File: config.mk
export PLATFORM = sky130hd
export DESIGN_NAME = tab_column_decimal_extractor_unit
export DESIGN_NICKNAME = d
export VERILOG_FILES = /design/src/hw/rtl/tcde_pkg.sv /design/src/hw/rtl/tcde_core.sv /design/src/hw/rtl/tab_column_decimal_extractor_unit.sv
export SDC_FILE = /design/constraint.sdc
export NUM_CORES = 1
export LEC_CHECK = 0
export ABC_CLOCK_PERIOD_IN_PS = 11900
export BUFFER_PORTS_ARGS = -buffer_cell sky130_fd_sc_hd__buf_2
export CORE_ASPECT_RATIO = 0.75
export CORE_MARGIN = 2
export CORE_UTILIZATION = 46
export DETAILED_ROUTE_END_ITERATION = 10
export PLACE_DENSITY = 0.65
export SETUP_SLACK_MARGIN = 0.2
export SLEW_MARGIN = 20
export SYNTH_ARGS = -nofsm -noshare
export SYNTH_HDL_FRONTEND = slang
export SYNTH_SLANG_ARGS = --single-unit
File: constraint.sdc
create_clock -name clk -period 11.9 [get_ports clk]
set_clock_uncertainty 0.1 [all_clocks]
set_input_delay 2.38 -clock clk [delete_from_list [all_inputs] [get_ports clk]]
set_output_delay 2.38 -clock clk [all_outputs]
set_load 0.005 [all_outputs]
File: src/hw/rtl/tcde_pkg.sv
// Shared types and constants for the tab column decimal extractor.
// Depends on nothing; used by tcde_core and tab_column_decimal_extractor_unit.
`default_nettype none

package tcde_pkg;

	localparam int unsigned BYTE_W    = 8;
	localparam int unsigned VALUE_W   = 32;
	localparam int unsigned SKIP_W    = 31;
	localparam int unsigned TABS_W    = 4;
	localparam int unsigned CFG_IDX_W = 8;
	localparam int unsigned CFG_W     = 32;

	localparam logic [BYTE_W-1:0]  LF_CHAR   = 8'h0a;
	localparam logic [BYTE_W-1:0]  TAB_CHAR  = 8'h09;
	localparam logic [VALUE_W-1:0] ZERO_CHAR = 32'd48;

	// Register indexes of the configuration channel.
	typedef enum logic [CFG_IDX_W-1:0] {
		REG_SKIP_BYTES   = 8'd0,
		REG_TABS_TO_SKIP = 8'd1
	} cfg_reg_t;

	typedef struct packed {
		logic [SKIP_W-1:0] skip_bytes;
		logic [TABS_W-1:0] tabs_to_skip;
	} cfg_t;

	typedef struct packed {
		logic                      hit;
		logic signed [VALUE_W-1:0] field_value;
		logic [VALUE_W-1:0]        line_index;
	} result_t;

endpackage

`default_nettype wire

File: src/hw/rtl/tcde_core.sv
// Line and column parser: skip counter, line state, tab count and decimal fold.
// Depends on tcde_pkg; instantiated by tab_column_decimal_extractor_unit.
`default_nettype none

module tcde_core (
	input  wire logic                          clk,
	input  wire logic                          arst_n,
	input  wire logic                          step,
	input  wire logic [tcde_pkg::BYTE_W-1:0]   data_byte,
	input  wire tcde_pkg::cfg_t                cfg,
	output tcde_pkg::result_t                  res
);

	logic [tcde_pkg::SKIP_W-1:0]  consumed_q, consumed_n;
	logic                         open_q, open_n;
	logic [tcde_pkg::TABS_W-1:0]  tabs_q, tabs_n;
	logic                         done_q, done_n;
	logic [tcde_pkg::VALUE_W-1:0] acc_q, acc_n;
	logic [tcde_pkg::VALUE_W-1:0] lines_q, lines_n;
	logic [tcde_pkg::VALUE_W-1:0] digit;
	logic                         is_lf, is_tab;
	logic                         hit;

	assign is_lf  = (data_byte == tcde_pkg::LF_CHAR);
	assign is_tab = (data_byte == tcde_pkg::TAB_CHAR);
	// No digit check: any byte folds, wrapping modulo 2^32.
	assign digit  = {{(tcde_pkg::VALUE_W-tcde_pkg::BYTE_W){1'b0}}, data_byte}
		- tcde_pkg::ZERO_CHAR;

	always_comb begin
		consumed_n = consumed_q;
		open_n     = open_q;
		tabs_n     = tabs_q;
		done_n     = done_q;
		acc_n      = acc_q;
		lines_n    = lines_q;
		hit        = 1'b0;
		if (consumed_q < cfg.skip_bytes) begin
			consumed_n = consumed_q + 1'b1;
		end else if (!open_q) begin
			if (is_lf) begin
				open_n = 1'b1;
				tabs_n = '0;
				done_n = 1'b0;
				acc_n  = '0;
			end
		end else if (is_lf) begin
			lines_n = lines_q + 1'b1;
			tabs_n  = '0;
			done_n  = 1'b0;
			acc_n   = '0;
		end else if (!done_q) begin
			if (is_tab) begin
				if (tabs_q < cfg.tabs_to_skip) begin
					tabs_n = tabs_q + 1'b1;
				end else begin
					done_n = 1'b1;
					hit    = 1'b1;
				end
			end else if (tabs_q == cfg.tabs_to_skip) begin
				acc_n = (acc_q << 3) + (acc_q << 1) + digit;
			end
		end
	end

	assign res.hit         = hit;
	assign res.field_value = acc_q;
	assign res.line_index  = lines_q;

	always_ff @(posedge clk or negedge arst_n) begin
		if (!arst_n) begin
			consumed_q <= '0;
			open_q     <= 1'b0;
			tabs_q     <= '0;
			done_q     <= 1'b0;
			acc_q      <= '0;
			lines_q    <= '0;
		end else if (step) begin
			consumed_q <= consumed_n;
			open_q     <= open_n;
			tabs_q     <= tabs_n;
			done_q     <= done_n;
			acc_q      <= acc_n;
			lines_q    <= lines_n;
		end
	end

endmodule

`default_nettype wire

File: src/hw/rtl/tab_column_decimal_extractor_unit.sv
// Top level of the tab column decimal extractor: stream ports, config registers,
// input stage and result register. Depends on tcde_pkg and tcde_core.
//
//   channel   dir  handshake              payload
//   s_*       in   s_tvalid / s_tready    s_tdata  = data_byte
//   m_*       out  m_tvalid / m_tready    m_tdata  = field_value, line_index
//   cfg_*     in   cfg_valid / cfg_ready  cfg_index, cfg_data
//
// One byte beat per cycle sustained when not stalled; a closing tab is accepted
// into the input stage, which feeds the result register directly.
// The parse state updates once per byte in a single stage, so the rate is set
// by that update of counter, compare and multiply-by-ten add.
// Reset (arst_n low) clears all control state; no clearing pass is needed.
// s_tready drops only when the staged byte yields a result while the result
// register is full and m_tready is low; bytes without a result never stall.
`default_nettype none

module tab_column_decimal_extractor_unit (
	input  wire logic                             clk,
	input  wire logic                             arst_n,
	input  wire logic                             s_tvalid,
	output logic                                  s_tready,
	input  wire logic [7:0]                       s_tdata,   // [7:0] data_byte
	output logic                                  m_tvalid,
	input  wire logic                             m_tready,
	output logic [63:0]                           m_tdata,   // [31:0] field_value,
	                                                         // [63:32] line_index
	input  wire logic                             cfg_valid,
	output logic                                  cfg_ready,
	input  wire logic [tcde_pkg::CFG_IDX_W-1:0]   cfg_index,
	input  wire logic [tcde_pkg::CFG_W-1:0]       cfg_data
);

	tcde_pkg::cfg_t    cfg_q;
	tcde_pkg::result_t res;

	logic                        valid_s1;
	logic [tcde_pkg::BYTE_W-1:0] data_s1;
	logic                        stall;
	logic                        step;
	logic                        load_out;
	logic                        out_valid_q;
	logic [63:0]                 out_data_q;

	// Config writes are always taken; unknown indexes are dropped.
	assign cfg_ready = 1'b1;

	always_ff @(posedge clk or negedge arst_n) begin
		if (!arst_n) begin
			cfg_q.skip_bytes   <= '0;
			cfg_q.tabs_to_skip <= tcde_pkg::TABS_W'(1);
		end else if (cfg_valid) begin
			case (cfg_index)
				tcde_pkg::REG_SKIP_BYTES:   cfg_q.skip_bytes   <= cfg_data[tcde_pkg::SKIP_W-1:0];
				tcde_pkg::REG_TABS_TO_SKIP: cfg_q.tabs_to_skip <= cfg_data[tcde_pkg::TABS_W-1:0];
				default: ;
			endcase
		end
	end

	// Hold the staged byte only when its result has nowhere to go.
	assign stall    = valid_s1 && res.hit && out_valid_q && !m_tready;
	assign step     = valid_s1 && !stall;
	assign load_out = step && res.hit;
	assign s_tready = !valid_s1 || !stall;

	always_ff @(posedge clk or negedge arst_n) begin
		if (!arst_n) begin
			valid_s1 <= 1'b0;
		end else if (s_tready) begin
			valid_s1 <= s_tvalid;
		end
	end

	always_ff @(posedge clk) begin
		if (s_tvalid && s_tready) begin
			data_s1 <= s_tdata;
		end
	end

	tcde_core u_core (
		.clk       (clk),
		.arst_n    (arst_n),
		.step      (step),
		.data_byte (data_s1),
		.cfg       (cfg_q),
		.res       (res)
	);

	// Result register: load on a closing tab, drop once the beat is taken.
	always_ff @(posedge clk or negedge arst_n) begin
		if (!arst_n) begin
			out_valid_q <= 1'b0;
		end else if (load_out) begin
			out_valid_q <= 1'b1;
		end else if (m_tready) begin
			out_valid_q <= 1'b0;
		end
	end

	always_ff @(posedge clk) begin
		if (load_out) begin
			out_data_q <= {res.line_index, res.field_value};
		end
	end

	assign m_tvalid = out_valid_q;
	assign m_tdata  = out_data_q;

	// Back-pressure on the input only comes from a full, stalled result register.
	a_stall_cause: assert property (@(posedge clk) disable iff (!arst_n)
		!s_tready |-> (valid_s1 && out_valid_q && !m_tready))
		else $error("input stalled without a blocked result");

	// A held byte keeps its value until it is processed.
	a_hold_s1: assert property (@(posedge clk) disable iff (!arst_n)
		(valid_s1 && !s_tready) |=> (valid_s1 && $stable(data_s1)))
		else $error("staged byte changed while stalled");

	// A loaded result is always presented in the next cycle.
	a_load_shows: assert property (@(posedge clk) disable iff (!arst_n)
		load_out |=> m_tvalid)
		else $error("result loaded but not presented");

	// Never overwrite a result that is still waiting.
	a_no_overwrite: assert property (@(posedge clk) disable iff (!arst_n)
		load_out |-> (!out_valid_q || m_tready))
		else $error("pending result overwritten");

endmodule

`default_nettype wire
==> flow_summary.yaml, run 1 <==
cts:
  cts_tree: "yes"
  clkSlewWorstSetupHoldPaths_ps: 60
  cts_resized: 0
  cts_setup_buffers: 0
  clkSinkCount: 210
  clk_path_buf_depth: 3
  cts_buffers: 23
  cts-root-buf: "clkbuf_16"
  clock_latency_ps: 520
  cts_hold_buf: 0
  htreeDepth: 1
place:
  port_buffers: 117
  routabilityCongestion: 0.819
  dp_cells: 1358
  dp_hpwl_um: 15500
floorplan:
  die-area_um2: 24900
  die_h_um: 137
  die_x_um: 182
  num_io_pins: 120
  coreArea_um2: 23100
  rows: 48
  start_util_pct: 47.0
logic_synthesis:
  ys_seq_area_share_pct: 51.6
  async_reset_ff_share_pct: 65.7
  postSynthAreaPerCell_um2: 11.3
  synth_seq_cells: 210
  syn_area_um2: 10900
  yosysTopAreaCell: "dfrtp_1"
  ys_warn_count: 0
  synth_area_leaders: "dfrtp_1, edfxtp_1, ha_1"
  synth_edf_count: 72
  synth_cell_types: 68
  synthCells: 963
  ys.flop_type: "dfrtp_1"
  syn-num-nets: 1115
  synth_top_area_share_pct: 31.5
layout:
  final_nets: 1235
  stdcell_count: 1400
  antenna_cells: 0
  syn2layout_area_growth_pct: 15.7
  layout_commonest_cell: "dfrtp_1"
  drive_above_1_share_pct: 16.7
  final_cell_mix: "dfrtp_1, buf_2, nand2_1, edfxtp_1, ha_1"
  postLayoutCoreUtil_pct: 54.4
pwr:
  internal-power_w: 0.00126
  p_sw_w: 0.000384
  combPwrFrac_pct: 7.1
  p_clk_share_pct: 44.7
  pwr-share-seq_pct: 48.1
  p_leak_nw: 5.58
  power_density_nw_per_um2: 131
  switching_share_pct: 23.4
  ir_worst_vdd_mv: 0.0876
routing:
  routedWlPerCell_um: 15.6
  wirelength_um: 21800
  vias_per_cell: 5.19
  drt_first_pass_iters: 4
  drtIter0Drc: 492
  drc_errors: 0
  vias: 7268
  postRouteAntennaNets: 0
sta:
  grt_setup_unrepaired: "no"
  worst_pin_slew_ps: 1030
  tns_ps: 0
  finalSetupViolCount: 0
  holdWs_ps: 364
  min_period_ps: 6120
  fin_crit_sh_pct: 51.5
  relSlewSlack_pct: 31.1
  drv_slew: 0
  fmax_ghz: 0.163
  hold_viol: 0
critical_path:
  crit_path_frequent_cell: "nand2_1"
  cp-start-kind: "register"
  slowest_stage: "nand2_1"
  cp_num_buf_inv: 3
  end_kind: "output pin"
  path_cells: "inv_1 -> ha_1 -> nand2_1 -> nor4_1 -> nand2_1 -> nand2_1 -> or3_1 -> or3_1 -> nor2_1 -> inv_1 -> buf_2"
  slowest_delay_ps: 690
  crit_required_ps: 9420
  crit_fanout: 24
  critPathArrivalTime_ps: 3640
  crit_type: "reg2out"
  crit_family: "simple AND/OR/NAND/NOR gates"
global_route:
  grt_pass1_wl_um: 35700
  grt_usage_pct: 17.8
  grt_overflow_total: 0
  grt_pass1_vias: 6815
  antenna_found_initial: 0
  grt_max_degree: 88
job:
  cap_violations: 0
min_path:
  min_path_type: "reg2reg"
status:
  outcome: "completed"
power by group through the flow:
stage	logic, W	registers (W)	clock network, W
global placement	0.000116	0.000804	0
finish	0.000117	0.000790	0.000735
floorplan	0.0000857	0.000794	0
detailed placement	0.000119	0.000805	0
global route	0.000135	0.000794	0.000784
CTS	0.000119	0.000790	0.000755
sequential cells by signal (all words and copies together), names as in the netlist:
signal,cells
m_tdata,64
cfg_q,35
u_core.acc_q,32
u_core.lines_q,32
u_core.consumed_q,31
data_s1,8
u_core.tabs_q,4
m_tvalid,1
u_core.done_q,1
u_core.open_q,1
valid_s1,1
cell type report:
cell class	instances	area, µm²
sequential	210	5620
clock inverter	11	148
tap	300	375
multi-input combinational	666	4950
timing repair buffer	122	629
fill	1966	10500
clock buffer	31	636
inverter	60	225
final timing paths:
kind                               startpoint                 to  slack (ps)  cells past startpoint
max reg2reg                        data_s1[4]   u_core.acc_q[29]        7500                     14
min                        u_core.lines_q[29]        m_tdata[61]         360                      0
max in group asynchronous              arst_n  u_core.lines_q[6]        8700                      2
min reg2reg                u_core.lines_q[29]        m_tdata[61]         360                      0
max                                data_s1[4]           s_tready        5780                     11
min in group asynchronous              arst_n   u_core.acc_q[14]        1820                      1
synth_stat cells, types with 7 or more instances:
| master | number |
|---|---|
| mux2_2 | 7 |
| fa_1 | 29 |
| and3_1 | 16 |
| inv_1 | 60 |
| xor2_1 | 23 |
| xnor2_1 | 68 |
| a21oi_1 | 35 |
| nand4_1 | 18 |
| and2_1 | 9 |
| o31ai_1 | 20 |
| o21ai_0 | 48 |
| o21ai_1 | 16 |
| nor2_1 | 32 |
| ha_1 | 70 |
| nand3_1 | 49 |
| dfrtp_1 | 137 |
| nand2b_1 | 9 |
| nor3_1 | 8 |
| a21o_1 | 21 |
| edfxtp_1 | 72 |
| clkbuf_1 | 20 |
| nand2_1 | 114 |
stage by stage:
step / cell area (µm²) / worst slack, ps / total power [W]
after floorplan: 10900 / 5920 / 0.000880
after global placement: 11800 / 6320 / 0.000919
after detailed placement: 11800 / 6290 / 0.000923
after CTS: 12600 / 5720 / 0.00167
after global routing: 12600 / 5390 / 0.00171
final: 12600 / 5780 / 0.00164
layer usage:
layer / routed length [µm] / part of all wire, % / global-route usage (%)
met1: 11900 / 55 / 28.9
met4: 413 / 1.9 / 3.93
met3: 769 / 3.5 / 2.41
met2: 8720 / 40 / 24.9
met5: 0 / 0 / 0
cells by family (layout without fill, tap and decap cells):
kind of cell	count (synthesis)	count (layout)	synth area share (%)
simple gates	291	291	13.3
flops	210	210	51.6
compound gates	177	177	10.5
fa+ha+maj	99	99	13.4
xor+xnor	91	91	7.33
buf+inv	87	224	3.13
mux	7	7	0.725
other cells	1	1	0.0345
worst reg2reg max path, stage by stage, from the launching register on:
cell,delay [ps]
edfxtp_1,450
ha_1,270
nor3_2,120
buf_4,400
fa_1,500
ha_1,440
nand3_1,170
or3_1,390
o221a_2,300
o211ai_2,230
a31o_1,250
a41o_1,280
o31a_1,160
xnor2_1,130
o21ai_1,100
Power figures use the tool's default switching activity.
==> run 2, diff against run 1 <==
--- a/config.mk
+++ b/config.mk
@@ -5,13 +5,13 @@
 export SDC_FILE = /design/constraint.sdc
 export NUM_CORES = 1
 export LEC_CHECK = 0
-export ABC_CLOCK_PERIOD_IN_PS = 11900
+export ABC_CLOCK_PERIOD_IN_PS = 5490
 export BUFFER_PORTS_ARGS = -buffer_cell sky130_fd_sc_hd__buf_2
 export CORE_ASPECT_RATIO = 0.75
 export CORE_MARGIN = 2
 export CORE_UTILIZATION = 46
 export DETAILED_ROUTE_END_ITERATION = 10
-export PLACE_DENSITY = 0.65
+export PLACE_DENSITY = 0.68
 export SETUP_SLACK_MARGIN = 0.2
 export SLEW_MARGIN = 20
 export SYNTH_ARGS = -nofsm -noshare
==> constraint.sdc (replaced) <==
create_clock -name clk -period 5.49 [get_ports clk]
set_clock_uncertainty 0.1 [all_clocks]
set_input_delay 1.098 -clock clk [delete_from_list [all_inputs] [get_ports clk]]
set_output_delay 1.098 -clock clk [all_outputs]
set_load 0.005 [all_outputs]
==> run 2 against run 1 <==
Utilization shrank 0.27 points. Critical endpoint unchanged. Largest power group unchanged. Wire length grew 0.51%. Final area shrank 0.50%. Largest cell class unchanged. Final cell count is the same. Worst hold slack gained 6.2 ps. Critical path type unchanged. Setup slack lost 4900 ps. Global-route usage grew 0.24 points. Die area is the same. Highest routed layer unchanged. Sequential share of layout area grew 0.22 points. Clock power grew 93%.
==> flow_summary.yaml, run 2 (same netlist as run 1, synthesis figures left out) <==
status:
  outcome: "completed"
routing:
  vias_per_cell: 5.20
  postRouteAntennaNets: 0
  routedWlPerCell_um: 15.7
  drc_errors: 0
  drtIter0Drc: 433
  vias: 7286
  wirelength_um: 21900
  drt_first_pass_iters: 5
cts:
  clock_latency_ps: 500
  cts_hold_buf: 0
  cts_setup_buffers: 0
  cts_tree: "yes"
  cts_resized: 0
  clkSlewWorstSetupHoldPaths_ps: 60
  clk_path_buf_depth: 3
  cts_buffers: 23
  htreeDepth: 1
  clkSinkCount: 210
  cts-root-buf: "clkbuf_16"
floorplan:
  start_util_pct: 47.0
  die_x_um: 182
  die-area_um2: 24900
  rows: 48
  num_io_pins: 120
  coreArea_um2: 23100
  die_h_um: 137
critical_path:
  cp-start-kind: "register"
  slowest_stage: "or3_1"
  crit_required_ps: 4290
  critPathArrivalTime_ps: 3440
  end_kind: "output pin"
  slowest_delay_ps: 520
  path_cells: "ha_1 -> nand3_1 -> nor3_1 -> o21ai_1 -> a31oi_1 -> o21ai_2 -> or3_1 -> nor2_1 -> inv_1 -> buf_2"
  crit_type: "reg2out"
  crit_fanout: 9
layout:
  drive_above_1_share_pct: 16.5
  largest_register_ffs: 64
  final_cell_mix: "dfrtp_1, buf_2, nand2_1, edfxtp_1, ha_1"
  antenna_cells: 0
  syn2layout_area_growth_pct: 15.1
  postLayoutCoreUtil_pct: 54.1
  final_nets: 1237
  layout_commonest_cell: "dfrtp_1"
place:
  dp_hpwl_um: 15700
  port_buffers: 117
  routabilityCongestion: 0.821
pwr:
  ir_worst_vdd_mv: 0.176
  internal-power_w: 0.00259
  p_sw_w: 0.000796
  combPwrFrac_pct: 7.5
  power_density_nw_per_um2: 271
  pwr-share-seq_pct: 50.6
  switching_share_pct: 23.5
  p_leak_nw: 5.55
  p_clk_share_pct: 41.9
sta:
  relSlewSlack_pct: 34.0
  hold_viol: 0
  tns_ps: 0
  worst_pin_slew_ps: 990
  finalSetupViolCount: 0
  fmax_ghz: 0.215
  drv_slew: 0
  grt_setup_unrepaired: "no"
  fin_crit_sh_pct: 84.5
  min_period_ps: 4640
global_route:
  grt_usage_pct: 18.0
  grt_overflow_total: 0
  grt_max_degree: 102
  grt_pass1_wl_um: 36200
  antenna_found_initial: 0
  grt_pass1_vias: 6974
min_path:
  min_path_type: "reg2reg"
job:
  cap_violations: 0
run 2: changes by cell type in the layout (fill, tap and decap cells not counted), sizes merged:
cell,previous run,this run
bufinv,3,0
clkinvlp,1,0
buf,122,124
clkbuf,31,33
run 2: cell type report:
type | instances | area [µm²]
fillers | 1943 | 10600
flip-flops and latches | 210 | 5620
multi-input cells | 666 | 4960
repair buffers | 124 | 657
clock buffers | 33 | 653
well taps | 300 | 375
inverters | 60 | 225
clock inverters | 7 | 33.8
run 2: layer usage:
metal,part of all wire (%),routed length (µm),track usage (%)
met1,53,11700,28.9
met2,41,8960,25.4
met3,3.8,840,2.67
met4,2.0,429,4.25
met5,0,0,0
run 2: stage by stage:
stage / setup slack, ps / power, W / area (µm²) / hold slack [ps] / cells
finish: 850 / 0.00339 / 12500 / 370 / 1400
CTS: 808 / 0.00343 / 12500 / 372 / 1399
global placement: 1110 / 0.00199 / 11800 / 332 / 1359
global route: 550 / 0.00354 / 12500 / 395 / 1400
detailed placement: 992 / 0.00200 / 11800 / 360 / 1359
floorplan: 610 / 0.00191 / 10900 / 325 / 963
run 2: final timing paths:
check                      slack, ps                   from            endpoint  cells past startpoint
max                              850  u_core.consumed_q[14]            s_tready                     10
min in group asynchronous        560                 arst_n    u_core.acc_q[11]                      1
max reg2reg                      960             data_s1[4]    u_core.acc_q[30]                     14
min                              370     u_core.lines_q[29]         m_tdata[61]                      0
min reg2reg                      370     u_core.lines_q[29]         m_tdata[61]                      0
max in group asynchronous       3680                 arst_n  u_core.lines_q[25]                      2
run 2: worst max-delay path: cells and delay by family, from the launching register on:
family | cells | cell delay (ps)
compound gates | 3 | 900
buf+inv | 2 | 170
fa+ha+maj | 1 | 310
simple gates | 4 | 1130
flops | 1 | 430
run 2: power groups by stage:
stage	logic [W]	registers [W]	clock network, W
after floorplan	0.000186	0.00172	0
after global placement	0.000249	0.00174	0
after detailed placement	0.000256	0.00174	0
after CTS	0.000260	0.00171	0.00146
after global routing	0.000296	0.00172	0.00152
final	0.000256	0.00171	0.00142
